$ cat src/rtl/lptp_pkg.sv
`default_nettype none
// ----------------------------------------------------------------------------
// lptp_pkg: shared constants and glyph helpers
// Widths, colors, register indexes and the 3x5 digit font for the LED panel
// test pattern pixel generator.
// ----------------------------------------------------------------------------
package lptp_pkg;

    // Panel geometry. The panel size must be a power of two so that the panel
    // coordinate and the local coordinate are plain bit fields of x and y.
    localparam int PANEL_PX   = 16;
    localparam int PANEL_BITS = $clog2(PANEL_PX);
    localparam int MAX_PANELS = 32;

    localparam int COORD_W    = 10;
    localparam int DIM_W      = 11;
    localparam int ROT_W      = 2 * MAX_PANELS;
    localparam int TIME_W     = 32;
    localparam int COLOR_W    = 8;
    localparam int PCOL_W     = COORD_W - PANEL_BITS;
    localparam int PCNT_W     = DIM_W - PANEL_BITS;
    localparam int IDX_W      = PCOL_W + PCNT_W;
    localparam int LOCAL_W    = PANEL_BITS;

    // Stream payload widths.
    localparam int S_DATA_RAW = TIME_W + 2 * COORD_W;
    localparam int S_DATA_W   = ((S_DATA_RAW + 7) / 8) * 8;
    localparam int M_DATA_W   = 3 * COLOR_W;

    // Configuration port.
    localparam int CFG_IDX_W  = 2;
    localparam int CFG_DATA_W = 64;
    localparam logic [CFG_IDX_W-1:0] REG_FRAME_WIDTH  = 2'd0;
    localparam logic [CFG_IDX_W-1:0] REG_FRAME_HEIGHT = 2'd1;
    localparam logic [CFG_IDX_W-1:0] REG_ROTATION_MAP = 2'd2;

    localparam logic [DIM_W-1:0] FRAME_WIDTH_RESET  = 11'd64;
    localparam logic [DIM_W-1:0] FRAME_HEIGHT_RESET = 11'd64;

    // Request kinds carried in tuser.
    localparam logic OP_TICK  = 1'b0;
    localparam logic OP_PIXEL = 1'b1;

    // Colors.
    localparam logic [COLOR_W-1:0] NUM_R    = 8'd255;
    localparam logic [COLOR_W-1:0] NUM_G    = 8'd220;
    localparam logic [COLOR_W-1:0] NUM_B    = 8'd0;
    localparam logic [COLOR_W-1:0] BORDER_R = 8'd40;
    localparam logic [COLOR_W-1:0] BORDER_G = 8'd40;
    localparam logic [COLOR_W-1:0] BORDER_B = 8'd180;
    localparam logic [COLOR_W-1:0] FULL     = 8'd255;

    // Digit and dot placement inside a panel.
    localparam logic [LOCAL_W-1:0] DOT_POS        = 4'd2;
    localparam logic [LOCAL_W-1:0] EDGE_LAST      = LOCAL_W'(PANEL_PX - 1);
    localparam logic [LOCAL_W-1:0] DIGIT_X_UPRIGHT = 4'd6;
    localparam logic [LOCAL_W-1:0] DIGIT_Y_UPRIGHT = 4'd6;
    localparam logic [LOCAL_W-1:0] DIGIT_X_FLIPPED = 4'd7;
    localparam logic [LOCAL_W-1:0] DIGIT_Y_FLIPPED = 4'd5;
    localparam logic [LOCAL_W-1:0] TENS_TOP        = 4'd3;
    localparam logic [LOCAL_W-1:0] UNITS_TOP       = 4'd8;

    // floor(n / 125) = (n * PULSE_RECIP) >> PULSE_SHIFT for any 30-bit n.
    // The pulse period is 500 ms, so n is the elapsed time shifted down by two.
    localparam logic [30:0] PULSE_RECIP = 31'd1099511628;
    localparam int          PULSE_SHIFT = 37;

    // Font: row r of a digit sits in bits [3r+2:3r], the leftmost pixel in
    // the highest bit of the row.
    function automatic logic [14:0] glyph_rows(input logic [3:0] d);
        logic [14:0] g;
        case (d)
            4'd0:    g = {3'd7, 3'd5, 3'd5, 3'd5, 3'd7};
            4'd1:    g = {3'd7, 3'd2, 3'd2, 3'd6, 3'd2};
            4'd2:    g = {3'd7, 3'd4, 3'd7, 3'd1, 3'd7};
            4'd3:    g = {3'd7, 3'd1, 3'd7, 3'd1, 3'd7};
            4'd4:    g = {3'd1, 3'd1, 3'd7, 3'd5, 3'd5};
            4'd5:    g = {3'd7, 3'd1, 3'd7, 3'd4, 3'd7};
            4'd6:    g = {3'd7, 3'd5, 3'd7, 3'd4, 3'd7};
            4'd7:    g = {3'd1, 3'd1, 3'd1, 3'd1, 3'd7};
            4'd8:    g = {3'd7, 3'd5, 3'd7, 3'd5, 3'd7};
            4'd9:    g = {3'd7, 3'd1, 3'd7, 3'd5, 3'd7};
            default: g = 15'd0;
        endcase
        return g;
    endfunction

    // True when local pixel (lx,ly) is lit by digit d with its corner at (cx,cy).
    function automatic logic glyph_hit(input logic [LOCAL_W-1:0] lx,
                                       input logic [LOCAL_W-1:0] ly,
                                       input logic [LOCAL_W-1:0] cx,
                                       input logic [LOCAL_W-1:0] cy,
                                       input logic [3:0]         d);
        logic [LOCAL_W-1:0] col;
        logic [LOCAL_W-1:0] row;
        logic [14:0]        rows;
        logic [14:0]        shifted;
        logic               hit;
        col     = lx - cx;
        row     = ly - cy;
        rows    = glyph_rows(d);
        shifted = rows >> (4'(row[2:0]) * 4'd3 + 4'(2'd2 - col[1:0]));
        hit     = 1'b0;
        if (lx >= cx && ly >= cy && col < 4'd3 && row < 4'd5)
        begin
            hit = shifted[0];
        end
        return hit;
    endfunction

endpackage
`default_nettype wire

$ cat src/rtl/led_panel_test_pattern_pixel.sv
`default_nettype none
// ----------------------------------------------------------------------------
// led_panel_test_pattern_pixel: tiled LED-wall test pattern source
// Draws panel borders, a pulsing dot and the panel number for each pixel
// request, and keeps a wrapping millisecond counter from tick requests.
// ----------------------------------------------------------------------------
//
//  Channel | Direction | Signals                      | Content
//  --------+-----------+------------------------------+------------------------------
//  s_      | in        | s_tvalid s_tready s_tdata    | tick or pixel request
//          |           | s_tuser                      |
//  m_      | out       | m_tvalid m_tready m_tdata    | RGB of one pixel request
//  cfg_    | in        | cfg_valid cfg_ready          | frame size and rotation map
//          |           | cfg_index cfg_data           |
//
//  One request is accepted every cycle while the result side keeps up. A pixel
//  request passes the input register, the panel register and the result
//  register before it shows on m_tdata. A tick goes no further than the input
//  register and gives no result. Reset clears the counter, the stage valids
//  and the configuration to 64 x 64 with all panels upright. When m_tready is
//  low the stages fill up and s_tready falls once no stage has a free slot.
//
module led_panel_test_pattern_pixel
(
    input  wire logic                             clk,
    input  wire logic                             rst_n,
    input  wire logic                             s_tvalid,
    output logic                                  s_tready,
    // [31:0] delta_time_ms, [41:32] pixel_x, [51:42] pixel_y, rest zero
    input  wire logic [lptp_pkg::S_DATA_W-1:0]    s_tdata,
    // [0] operation
    input  wire logic                             s_tuser,
    output logic                                  m_tvalid,
    input  wire logic                             m_tready,
    // [7:0] red, [15:8] green, [23:16] blue
    output logic [lptp_pkg::M_DATA_W-1:0]         m_tdata,
    input  wire logic                             cfg_valid,
    output logic                                  cfg_ready,
    input  wire logic [lptp_pkg::CFG_IDX_W-1:0]   cfg_index,
    input  wire logic [lptp_pkg::CFG_DATA_W-1:0]  cfg_data
);
    import lptp_pkg::*;

    // Configuration and time state.
    logic [DIM_W-1:0]  frame_width_reg;
    logic [DIM_W-1:0]  frame_height_reg;
    logic [ROT_W-1:0]  rotation_map_reg;
    logic [TIME_W-1:0] elapsed_reg;

    // Input stage.
    logic               s1_valid_reg;
    logic               s1_op_reg;
    logic [TIME_W-1:0]  s1_delta_reg;
    logic [COORD_W-1:0] s1_x_reg;
    logic [COORD_W-1:0] s1_y_reg;

    // Panel stage.
    logic               s2_valid_reg;
    logic               s2_in_panel_reg;
    logic [LOCAL_W-1:0] s2_lx_reg;
    logic [LOCAL_W-1:0] s2_ly_reg;
    logic [IDX_W-1:0]   s2_idx_reg;
    logic               s2_odd_reg;

    // Result stage.
    logic               out_valid_reg;
    logic [COLOR_W-1:0] out_r_reg;
    logic [COLOR_W-1:0] out_g_reg;
    logic [COLOR_W-1:0] out_b_reg;

    logic out_en;
    logic s2_en;
    logic s1_en;

    assign out_en    = !out_valid_reg || m_tready;
    assign s2_en     = !s2_valid_reg || out_en;
    assign s1_en     = !s1_valid_reg || s2_en;
    assign s_tready  = s1_en;
    assign cfg_ready = 1'b1;
    assign m_tvalid  = out_valid_reg;
    assign m_tdata   = {out_b_reg, out_g_reg, out_r_reg};

    // ---------------- configuration ----------------
    always_ff @(posedge clk or negedge rst_n)
    begin
        if (!rst_n)
        begin
            frame_width_reg  <= FRAME_WIDTH_RESET;
            frame_height_reg <= FRAME_HEIGHT_RESET;
            rotation_map_reg <= '0;
        end
        else if (cfg_valid)
        begin
            unique case (cfg_index)
                REG_FRAME_WIDTH:  frame_width_reg  <= cfg_data[DIM_W-1:0];
                REG_FRAME_HEIGHT: frame_height_reg <= cfg_data[DIM_W-1:0];
                REG_ROTATION_MAP: rotation_map_reg <= cfg_data[ROT_W-1:0];
                default:          ;
            endcase
        end
    end

    // ---------------- input stage ----------------
    always_ff @(posedge clk or negedge rst_n)
    begin
        if (!rst_n)
        begin
            s1_valid_reg <= 1'b0;
        end
        else if (s1_en)
        begin
            s1_valid_reg <= s_tvalid;
        end
    end

    always_ff @(posedge clk)
    begin
        if (s1_en && s_tvalid)
        begin
            s1_op_reg    <= s_tuser;
            s1_delta_reg <= s_tdata[TIME_W-1:0];
            s1_x_reg     <= s_tdata[TIME_W +: COORD_W];
            s1_y_reg     <= s_tdata[TIME_W + COORD_W +: COORD_W];
        end
    end

    // A tick retires when it leaves the input stage, so a pixel request behind
    // it already sees the new count.
    logic tick_retire;
    assign tick_retire = s1_valid_reg && (s1_op_reg == OP_TICK) && s2_en;

    always_ff @(posedge clk or negedge rst_n)
    begin
        if (!rst_n)
        begin
            elapsed_reg <= '0;
        end
        else if (tick_retire)
        begin
            elapsed_reg <= elapsed_reg + s1_delta_reg;
        end
    end

    // ---------------- panel decode ----------------
    logic [PCNT_W-1:0]     px_count;
    logic [PCNT_W-1:0]     py_count;
    logic [PCOL_W-1:0]     pcol;
    logic [PCOL_W-1:0]     prow;
    logic                  in_panel;
    logic [IDX_W-1:0]      idx0;
    logic [60:0]           pulse_prod;

    assign px_count   = frame_width_reg[DIM_W-1:PANEL_BITS];
    assign py_count   = frame_height_reg[DIM_W-1:PANEL_BITS];
    assign pcol       = s1_x_reg[COORD_W-1:PANEL_BITS];
    assign prow       = s1_y_reg[COORD_W-1:PANEL_BITS];
    assign in_panel   = (PCNT_W'(pcol) < px_count) && (PCNT_W'(prow) < py_count);
    assign idx0       = IDX_W'(prow) * IDX_W'(px_count) + IDX_W'(pcol);
    // Bit PULSE_SHIFT of the product is bit 0 of floor(elapsed / 500).
    assign pulse_prod = 61'(elapsed_reg[TIME_W-1:2]) * 61'(PULSE_RECIP);

    always_ff @(posedge clk or negedge rst_n)
    begin
        if (!rst_n)
        begin
            s2_valid_reg <= 1'b0;
        end
        else if (s2_en)
        begin
            s2_valid_reg <= s1_valid_reg && (s1_op_reg == OP_PIXEL);
        end
    end

    always_ff @(posedge clk)
    begin
        if (s2_en)
        begin
            s2_in_panel_reg <= in_panel;
            s2_lx_reg       <= s1_x_reg[LOCAL_W-1:0];
            s2_ly_reg       <= s1_y_reg[LOCAL_W-1:0];
            s2_idx_reg      <= idx0;
            s2_odd_reg      <= pulse_prod[PULSE_SHIFT];
        end
    end

    // ---------------- pixel color ----------------
    logic [IDX_W:0]     panel_num;
    logic [1:0]         rot;
    logic [LOCAL_W-1:0] cx;
    logic [LOCAL_W-1:0] cy;
    logic [14:0]        tens_prod;
    logic [3:0]         tens;
    logic [6:0]         units_wide;
    logic [3:0]         units;
    logic               on_border;
    logic               on_dot;
    logic               on_digit;
    logic [COLOR_W-1:0] r_next;
    logic [COLOR_W-1:0] g_next;
    logic [COLOR_W-1:0] b_next;

    assign panel_num  = (IDX_W + 1)'(s2_idx_reg) + 1'b1;
    // Panels past the rotation map are drawn upright.
    assign rot        = (s2_idx_reg < IDX_W'(MAX_PANELS))
                      ? rotation_map_reg[{s2_idx_reg[$clog2(MAX_PANELS)-1:0], 1'b0} +: 2]
                      : 2'd0;
    assign cx         = rot[1] ? DIGIT_X_FLIPPED : DIGIT_X_UPRIGHT;
    assign cy         = rot[1] ? DIGIT_Y_FLIPPED : DIGIT_Y_UPRIGHT;
    // Exact divide by ten for panel numbers below one hundred.
    assign tens_prod  = 15'(panel_num[6:0]) * 15'd205;
    assign tens       = tens_prod[14:11];
    assign units_wide = panel_num[6:0] - 7'(tens) * 7'd10;
    assign units      = units_wide[3:0];

    assign on_border = (s2_lx_reg == '0) || (s2_ly_reg == '0)
                    || (s2_lx_reg == EDGE_LAST) || (s2_ly_reg == EDGE_LAST);
    assign on_dot    = (s2_lx_reg == DOT_POS) && (s2_ly_reg == DOT_POS);

    always_comb
    begin
        on_digit = 1'b0;
        if (panel_num < (IDX_W + 1)'(10))
        begin
            on_digit = glyph_hit(s2_lx_reg, s2_ly_reg, cx, cy, panel_num[3:0]);
        end
        else if (panel_num < (IDX_W + 1)'(100))
        begin
            on_digit = glyph_hit(s2_lx_reg, s2_ly_reg, cx, TENS_TOP, tens)
                    || glyph_hit(s2_lx_reg, s2_ly_reg, cx, UNITS_TOP, units);
        end
    end

    always_comb
    begin
        r_next = '0;
        g_next = '0;
        b_next = '0;
        if (s2_in_panel_reg)
        begin
            if (on_digit)
            begin
                r_next = NUM_R;
                g_next = NUM_G;
                b_next = NUM_B;
            end
            else if (on_dot)
            begin
                r_next = s2_odd_reg ? FULL : '0;
                g_next = s2_odd_reg ? '0 : FULL;
            end
            else if (on_border)
            begin
                r_next = BORDER_R;
                g_next = BORDER_G;
                b_next = BORDER_B;
            end
        end
    end

    // ---------------- result register ----------------
    always_ff @(posedge clk or negedge rst_n)
    begin
        if (!rst_n)
        begin
            out_valid_reg <= 1'b0;
        end
        else if (out_en)
        begin
            out_valid_reg <= s2_valid_reg;
        end
    end

    always_ff @(posedge clk)
    begin
        if (out_en)
        begin
            out_r_reg <= r_next;
            out_g_reg <= g_next;
            out_b_reg <= b_next;
        end
    end

    // ---------------- assertions ----------------
    a_tick_adds: assert property (@(posedge clk) disable iff (!rst_n)
        tick_retire |=> elapsed_reg == $past(elapsed_reg + s1_delta_reg))
        else $error("elapsed counter did not advance by the tick delta");

    a_tick_no_result: assert property (@(posedge clk) disable iff (!rst_n)
        tick_retire |=> !s2_valid_reg)
        else $error("tick request moved into the panel stage");

    a_free_out_ready: assert property (@(posedge clk) disable iff (!rst_n)
        !out_valid_reg |-> s_tready)
        else $error("input stalled while the result register was empty");

endmodule
`default_nettype wire

$ cat config.mk
export PLATFORM = sky130hd
export DESIGN_NAME = led_panel_test_pattern_pixel
export DESIGN_NICKNAME = d
export VERILOG_FILES = /design/src/rtl/lptp_pkg.sv /design/src/rtl/led_panel_test_pattern_pixel.sv
export SDC_FILE = /design/constraint.sdc
export NUM_CORES = 1
export LEC_CHECK = 0
export BUFFER_PORTS_ARGS = -buffer_cell sky130_fd_sc_hd__buf_2
export CAP_MARGIN = 25
export CORE_AREA = 2 2 278 280
export CTS_CLUSTER_DIAMETER = 200
export DETAILED_ROUTE_END_ITERATION = 10
export DIE_AREA = 0 0 280 282
export GPL_TIMING_DRIVEN = 0
export PLACE_DENSITY_LB_ADDON = 0.1
export SKIP_CTS_REPAIR_TIMING = 1
export SLEW_MARGIN = 20
export SYNTH_ARGS = -nofsm -noshare
export SYNTH_HDL_FRONTEND = slang
export SYNTH_SLANG_ARGS = --single-unit
export TNS_END_PERCENT = 100
$ cat constraint.sdc
create_clock -name clk -period 8 [get_ports clk]
set_input_delay 1.2 -clock clk [delete_from_list [all_inputs] [get_ports clk]]
set_output_delay 1.2 -clock clk [all_outputs]
set_load 0.03 [all_outputs]
---- Word level (Yosys, flattened, before mapping) ----
Memories as Yosys holds them, arrays and structs flattened.
Index checks and enable logic that the tools add are counted.
cells by class
  add/subtract/negate cells ............... 12
  multiply operators ...................... 7
  magnitude comparators ................... 13
  equal/unequal tests ..................... 6
  shift operators ......................... 4
  multiplexer cells ....................... 25
  bitwise operators ....................... 2
  reductions and logical operators ........ 33
operators by type and width
  operator                                                                       count
  15-bit two-way mux                                                             5
  64-bit by 7-bit indexed part select with 2-bit output                          1
  8-bit two-way mux                                                              7
  15-bit by 4-bit >> shifter with 1-bit output                                   3
  30-bit by 29-bit multiplier with 36-bit output, second input constant          1
  32-bit adder                                                                   1
  1-bit logical AND                                                              15
  7-bit by 8-bit multiplier with 15-bit output, second input constant            1
  13-bit by 1-bit adder with 14-bit output, second input constant                1
  14-bit by 4-bit less-than comparator with 1-bit output, second input constant  1
  14-bit by 7-bit less-than comparator with 1-bit output, second input constant  1
  6-bit by 7-bit less-than comparator with 1-bit output                          2
  13-bit by 6-bit adder with 13-bit output                                       1
  13-bit by 6-bit less-than comparator with 1-bit output, second input constant  1
  6-bit by 7-bit multiplier with 13-bit output                                   1
  4-bit adder                                                                    3
  4-bit by 3-bit less-than comparator with 1-bit output, second input constant   3
  3-bit by 2-bit multiplier with 4-bit output, second input constant             3
  1-bit two-way mux                                                              10
  4-bit by 2-bit == test with 1-bit output, second input constant                2
  4-bit == test, second input constant                                           2
  4-bit by 3-bit greater-or-equal comparator with 1-bit output                   2
  4-bit zero test                                                                2
  4-bit by 3-bit subtractor with 4-bit output                                    2
  19 further kinds                                                               31
storage, ports and cells
  register bits ........................... 221
  memory bits (read-only) ................. 720
  input bits .............................. 128
  logic and storage cells ................. 125
  memories ................................ 3
memory list
  name              words  width  read ports  clocked after Yosys merged registers in  wr ports  RTL line        text
  (name not given)  16     15     1           0                                        0         lptp_pkg.sv:72  case (d)
  (name not given)  16     15     1           0                                        0         lptp_pkg.sv:72
  (name not given)  16     15     1           0                                        0         lptp_pkg.sv:72

---- Longest topological paths before layout ----
An unclocked memory read counts as a cell.
  depth in word-level cells ............... 15
  gate-level depth with buffers ........... 31
  mapped depth without buffers ............ 31

---- Least setup slack after synthesis ----
No wires, ideal clock.
  path type ............................... flip-flop to flip-flop
  start point ............................. register s2_idx_reg[0]
  end point ............................... register out_g_reg[5], data pin
  library setup time ...................... 264 ps
  arrival ................................. 6311 ps
  data required time ...................... 7736 ps
  setup slack ............................. 1425 ps
  stages on the path, launching flop included .. 27
  clock period less this slack ............ 6575 ps
  path through ............................ edfxtp_1 -> ha_1 -> nand2_1 -> nor2_1 -> xnor2_1 -> inv_1 -> ha_1 -> ha_1 -> fa_1 -> inv_1 -> fa_1 -> inv_1 -> ha_1 -> a21oi_1 -> a211oi_4 -> or4_4 -> nand3_4 -> ha_1 -> inv_1 -> ha_1 -> clkbuf_1 -> nor2_1 -> a22o_1 -> mux4_1 -> a221o_1 -> o311ai_4 -> o21bai_1
on the way
  word-level cells in the longest chain between the ends .. 15
  elaborated cells on any way between the ends .. 53
  those cells by class .................... 8 x add/sub; 3 x mul; 7 x order compare; 4 x shift; 17 x mux; 11 x reduce/logical; 3 x memory
ends and longest elaborated chain
  what                                          RTL line                             text
  from (decl)                                   led_panel_test_pattern_pixel.sv:62   logic [IDX_W-1:0] s2_idx_reg;
  from (signal assigned)                        led_panel_test_pattern_pixel.sv:181  s2_idx_reg <= idx0;
  13-bit by 1-bit adder with 14-bit output      led_panel_test_pattern_pixel.sv:202  assign panel_num = (IDX_W + 1)'(s2_idx_reg) + 1'b1;
  7-bit by 8-bit multiplier with 15-bit output  led_panel_test_pattern_pixel.sv:210  assign tens_prod = 15'(panel_num[6:0]) * 15'd205;
  4-bit by 3-bit multiplier with 3-bit output   led_panel_test_pattern_pixel.sv:212  assign units_wide = panel_num[6:0] - 7'(tens) * 7'd10;
  4-bit subtractor                              led_panel_test_pattern_pixel.sv:212
  memory 16 x 15 bit                            n/a
  15-bit two-way mux                            led_panel_test_pattern_pixel.sv:226  else if (panel_num < (IDX_W + 1)'(100))
  15-bit two-way mux                            led_panel_test_pattern_pixel.sv:222  if (panel_num < (IDX_W + 1)'(10))
  15-bit by 4-bit >> shifter with 1-bit output  lptp_pkg.sv:102                      shifted = rows >> (4'(row[2:0]) * 4'd3 + 4'(2'd2 - col[1:0]));
  1-bit two-way mux                             lptp_pkg.sv:104                      if (lx >= cx && ly >= cy && col < 4'd3 && row < 4'd5)
  1-bit two-way mux                             led_panel_test_pattern_pixel.sv:226
  1-bit two-way mux                             led_panel_test_pattern_pixel.sv:222
  1-bit logical OR                              led_panel_test_pattern_pixel.sv:229  || glyph_hit(s2_lx_reg, s2_ly_reg, cx, UNITS_TOP, units);
  1-bit two-way mux                             led_panel_test_pattern_pixel.sv:226
  1-bit two-way mux (*)                         led_panel_test_pattern_pixel.sv:222
  2-bit OR reduction (no source line) (*)       n/a
  to (signal assigned)                          led_panel_test_pattern_pixel.sv:278  out_g_reg <= g_next;
  to (decl)                                     led_panel_test_pattern_pixel.sv:68   logic [COLOR_W-1:0] out_g_reg;
Every way passes the cells marked *; elsewhere a longest branch is shown, timed or not. The select of a mux whose other input is x is not followed.
A chain may end at the register's enable or synchronous reset.

---- Final worst setup path ----
  start point ............................. register elapsed_reg[9]
  end point ............................... register s2_odd_reg, data pin
on the way
  word-level cells in the longest chain between the ends .. 1
ends and longest elaborated chain
  what                                            RTL line                             text
  from (decl)                                     led_panel_test_pattern_pixel.sv:48   logic [TIME_W-1:0] elapsed_reg;
  from (signal assigned)                          led_panel_test_pattern_pixel.sv:140  elapsed_reg <= elapsed_reg + s1_delta_reg;
  30-bit by 29-bit multiplier with 36-bit output  led_panel_test_pattern_pixel.sv:160  assign pulse_prod = 61'(elapsed_reg[TIME_W-1:2]) * 61'(PULSE_RECIP);
  via pulse_prod[37]                              led_panel_test_pattern_pixel.sv:151  logic [60:0] pulse_prod;
  to (signal assigned)                            led_panel_test_pattern_pixel.sv:182  s2_odd_reg <= pulse_prod[PULSE_SHIFT];
  to (decl)                                       led_panel_test_pattern_pixel.sv:63   logic s2_odd_reg;
The timed path passes the listed nets, and every way through them passes these cells.

==> run_summary.xml <==
<?xml version="1.0" encoding="UTF-8"?>
<metrics>
  <group name="timing">
    <metric name="max_transition_margin" unit="">0.3510</metric>
    <metric name="timing.final.hold_violations" unit="">0</metric>
    <metric name="period_share" unit="">0.9463</metric>
    <metric name="max_clock_freq" unit="MHz">132.1</metric>
    <metric name="max_slew.worst_pin.slew" unit="ps">973.6</metric>
    <metric name="timing.final.crit_period" unit="ps">7570</metric>
    <metric name="rsz0062_at_grt" unit="">false</metric>
    <metric name="finalClockSkew" unit="ps">25.57</metric>
    <metric name="setup_viol" unit="">0</metric>
    <metric name="pins_over_their_slew_limit" unit="">0</metric>
  </group>
  <group name="synthesis">
    <metric name="netlist.top_cell.by_area" unit="">sky130_fd_sc_hd__fa_1</metric>
    <metric name="number_of_enable_flip_flop_cells_after_synthesis" unit="">83</metric>
    <metric name="synth_cell_types" unit="">76</metric>
    <metric name="synthesis.area" unit="µm²">21090</metric>
    <metric name="netlist_top_cells_count" unit="">sky130_fd_sc_hd__inv_1, sky130_fd_sc_hd__ha_1, sky130_fd_sc_hd__fa_1</metric>
    <metric name="synth_cells" unit="">2019</metric>
    <metric name="yosys_most_used_dff" unit="">sky130_fd_sc_hd__edfxtp_1</metric>
    <metric name="async_reset_ff_frac" unit="">0.4939</metric>
    <metric name="postSynthRegisterBits" unit="">164</metric>
    <metric name="synth_top_area_frac" unit="">0.2411</metric>
    <metric name="ys_warn_count" unit="">0</metric>
    <metric name="sequential_fraction_of_the_synthesis_area" unit="">0.2144</metric>
    <metric name="synth.area.top_cells" unit="">sky130_fd_sc_hd__fa_1, sky130_fd_sc_hd__ha_1, sky130_fd_sc_hd__edfxtp_1</metric>
    <metric name="yosys.cell_count.top_type" unit="">sky130_fd_sc_hd__inv_1</metric>
    <metric name="syn_area_per_cell" unit="µm²">10.45</metric>
  </group>
  <group name="place">
    <metric name="gp_routability_congestion" unit="">0.7665</metric>
    <metric name="place.port_buffers" unit="">117</metric>
    <metric name="detailed_place_hpwl" unit="mm">44.68</metric>
    <metric name="dpl.cell_count" unit="">3120</metric>
  </group>
  <group name="grt">
    <metric name="initial_antenna_violation_count" unit="">6</metric>
    <metric name="global_route.usage.total" unit="">0.1432</metric>
    <metric name="largest_net_degree_at_the_start_of_global_routing" unit="">46</metric>
    <metric name="global_route_wire_length_before_repair" unit="mm">86.66</metric>
    <metric name="number_of_global_route_vias_before_repair" unit="">14960</metric>
    <metric name="grt_overflow" unit="">0</metric>
  </group>
  <group name="die">
    <metric name="core" unit="µm²">75700</metric>
    <metric name="die_w" unit="µm">280</metric>
    <metric name="num_rows" unit="">101</metric>
    <metric name="die-area" unit="µm²">78960</metric>
    <metric name="floorplan.initialDensity" unit="">0.2787</metric>
    <metric name="chipHeight" unit="µm">282</metric>
    <metric name="io_pins" unit="">155</metric>
  </group>
  <group name="worst_setup_path">
    <metric name="cpPeakStageDelay" unit="ps">920</metric>
    <metric name="critical_path.slowest_cell" unit="">sky130_fd_sc_hd__dfrtp_1</metric>
    <metric name="timing.critical_path.required" unit="ps">8230</metric>
    <metric name="worst_setup_path_end_kind" unit="">flip-flop</metric>
    <metric name="path_class" unit="">flip-flop to flip-flop</metric>
    <metric name="r2r_cells" unit="">21</metric>
    <metric name="worstPathCellList" unit="">ha_1, fa_1, fa_1, inv_1, fa_1, inv_1, fa_1, inv_1, fa_1, fa_1, inv_1, fa_1, ha_1, a21o_1, a21o_1, a21o_1, a221oi_1, o21ai_0, a221oi_2, o31ai_1, xnor2_2</metric>
    <metric name="crit_fanout" unit="">13</metric>
    <metric name="cp_common_cell" unit="">sky130_fd_sc_hd__fa_1</metric>
    <metric name="critPathArrivalTime" unit="ps">7800</metric>
    <metric name="timing.critical_path.from_type" unit="">flip-flop</metric>
  </group>
  <group name="final_layout">
    <metric name="area_growth_syn_to_layout" unit="%">11.85</metric>
    <metric name="drive_gt1_frac" unit="">0.1131</metric>
    <metric name="final_net_count" unit="">2920</metric>
    <metric name="final_core_util" unit="">0.3117</metric>
    <metric name="fillers" unit="">7868</metric>
    <metric name="total_inserted_antenna_cells" unit="">0</metric>
    <metric name="finalNonFillerCells" unit="">3153</metric>
  </group>
  <group name="drt">
    <metric name="via_count" unit="">13980</metric>
    <metric name="detail_route.first_pass.iterations" unit="">5</metric>
    <metric name="viasPerCell" unit="">4.434</metric>
    <metric name="detailedRoute.firstIterationViolations" unit="">449</metric>
    <metric name="routed_wire_length_per_instance" unit="µm">17.06</metric>
    <metric name="detail_route.drc_violations" unit="">0</metric>
    <metric name="ant_nets" unit="">0</metric>
    <metric name="routed_wirelength" unit="mm">53.79</metric>
  </group>
  <group name="clock_tree">
    <metric name="clock_insertion_delay_worst_skew" unit="ps">460</metric>
    <metric name="ctsHtreeMaxLevel" unit="">4</metric>
    <metric name="clock_path_buffers" unit="">2</metric>
    <metric name="clock_sink_count" unit="">164</metric>
    <metric name="clk_transition_reported_paths" unit="ps">80</metric>
    <metric name="tritoncts.num_buffers" unit="">17</metric>
    <metric name="clockRootBuffer" unit="">sky130_fd_sc_hd__clkbuf_16</metric>
    <metric name="tritoncts" unit="">done</metric>
  </group>
  <group name="worst_hold_path">
    <metric name="hold_path.class" unit="">flip-flop to flip-flop</metric>
    <metric name="timing.hold.worst_path_depth" unit="">0</metric>
  </group>
  <group name="run_status">
    <metric name="status" unit="">finished clean</metric>
  </group>
  <group name="flow_run">
    <metric name="drv_cap" unit="">0</metric>
  </group>
</metrics>
==> layout by cell type (no fill, tap or decap), drive strengths merged, types with 5 or more instances in the layout <==
cell type,n
buf,141
nor3,13
mux4,11
and2,24
o21a,9
dfrtp,79
a31oi,7
nand2b,22
nand2,111
mux2,43
inv,480
xor2,23
conb,5
edfxtp,83
a211oi,10
nand3,22
or3,7
a21o,37
and3,8
o31ai,5
nand4,9
nor2b,16
clkinv,6
nor4,6
fa,254
xnor2,64
o21ai,83
ha,376
nor2,53
clkbuf,39
a21oi,59
==> critical path: cells and delay by family, from the launching register on <==
family / cells / cell delay [ps]
AO/OA/AOI/OAI: 7 / 1690
flip-flops: 1 / 920
XOR/XNOR: 1 / 360
adder cells (fa/ha/maj): 9 / 4160
buffers and inverters: 4 / 200
==> worst paths after layout <==
kind                                             end  slack (ps)      startpoint
worst max-delay path                      s2_odd_reg         430  elapsed_reg[9]
worst min-delay path                    s2_lx_reg[1]         410     s1_x_reg[1]
worst max register to register            s2_odd_reg         430  elapsed_reg[9]
worst min register to register          s2_lx_reg[1]         410     s1_x_reg[1]
max in group asynchronous             elapsed_reg[0]        6730           rst_n
min in group asynchronous       rotation_map_reg[15]         670           rst_n
==> final cells by class <==
cell class | count | area (µm²) | area share
well taps | 978 | 1224 | 0.05186
multi-input cells | 1343 | 14600 | 0.6186
plain buffers | 41 | 234.0 | 0.009917
clock inverters | 14 | 143.9 | 0.006099
inverters | 474 | 1779 | 0.07541
flip-flops and latches | 164 | 4523 | 0.1917
repair buffers | 121 | 665.6 | 0.02821
clock buffers | 18 | 429.2 | 0.01819
==> layer usage <==
metal	routed length, µm	track usage
met3	1276	0.02080
met5	56	0
met2	24330	0.2298
met1	27720	0.2092
met4	406	0.01755
==> through the flow <==
stage / instance area [µm²] / setup slack (ps) / setup TNS [ps] / hold slack, ps
4_1_cts: 23560 / -173.6 / -173.6 / 414.8
3_3_place_gp: 22910 / -94.58 / -94.58 / 403.2
6_report: 23590 / 429.9 / 0 / 409.8
3_5_place_dp: 22990 / -144.0 / -144.0 / 407.7
2_1_floorplan: 21110 / 1425 / 0 / 400.3
5_1_grt: 23590 / 60.38 / 0 / 409.4
==> cell families after synthesis <==
family	Yosys count	share of synthesized area
AO/OA/AOI/OAI	256	0.07931
XOR/XNOR	88	0.03761
adder cells (fa/ha/maj)	631	0.4646
buffers and inverters	515	0.09526
flip-flops	164	0.2144
multiplexers	58	0.03678
other	2	0.0003560
AND/OR/NAND/NOR	305	0.07177
Power is left out: the tool's default activity adds up to more than one toggle a clock period on the data nets, which glitch-free logic cannot reach.
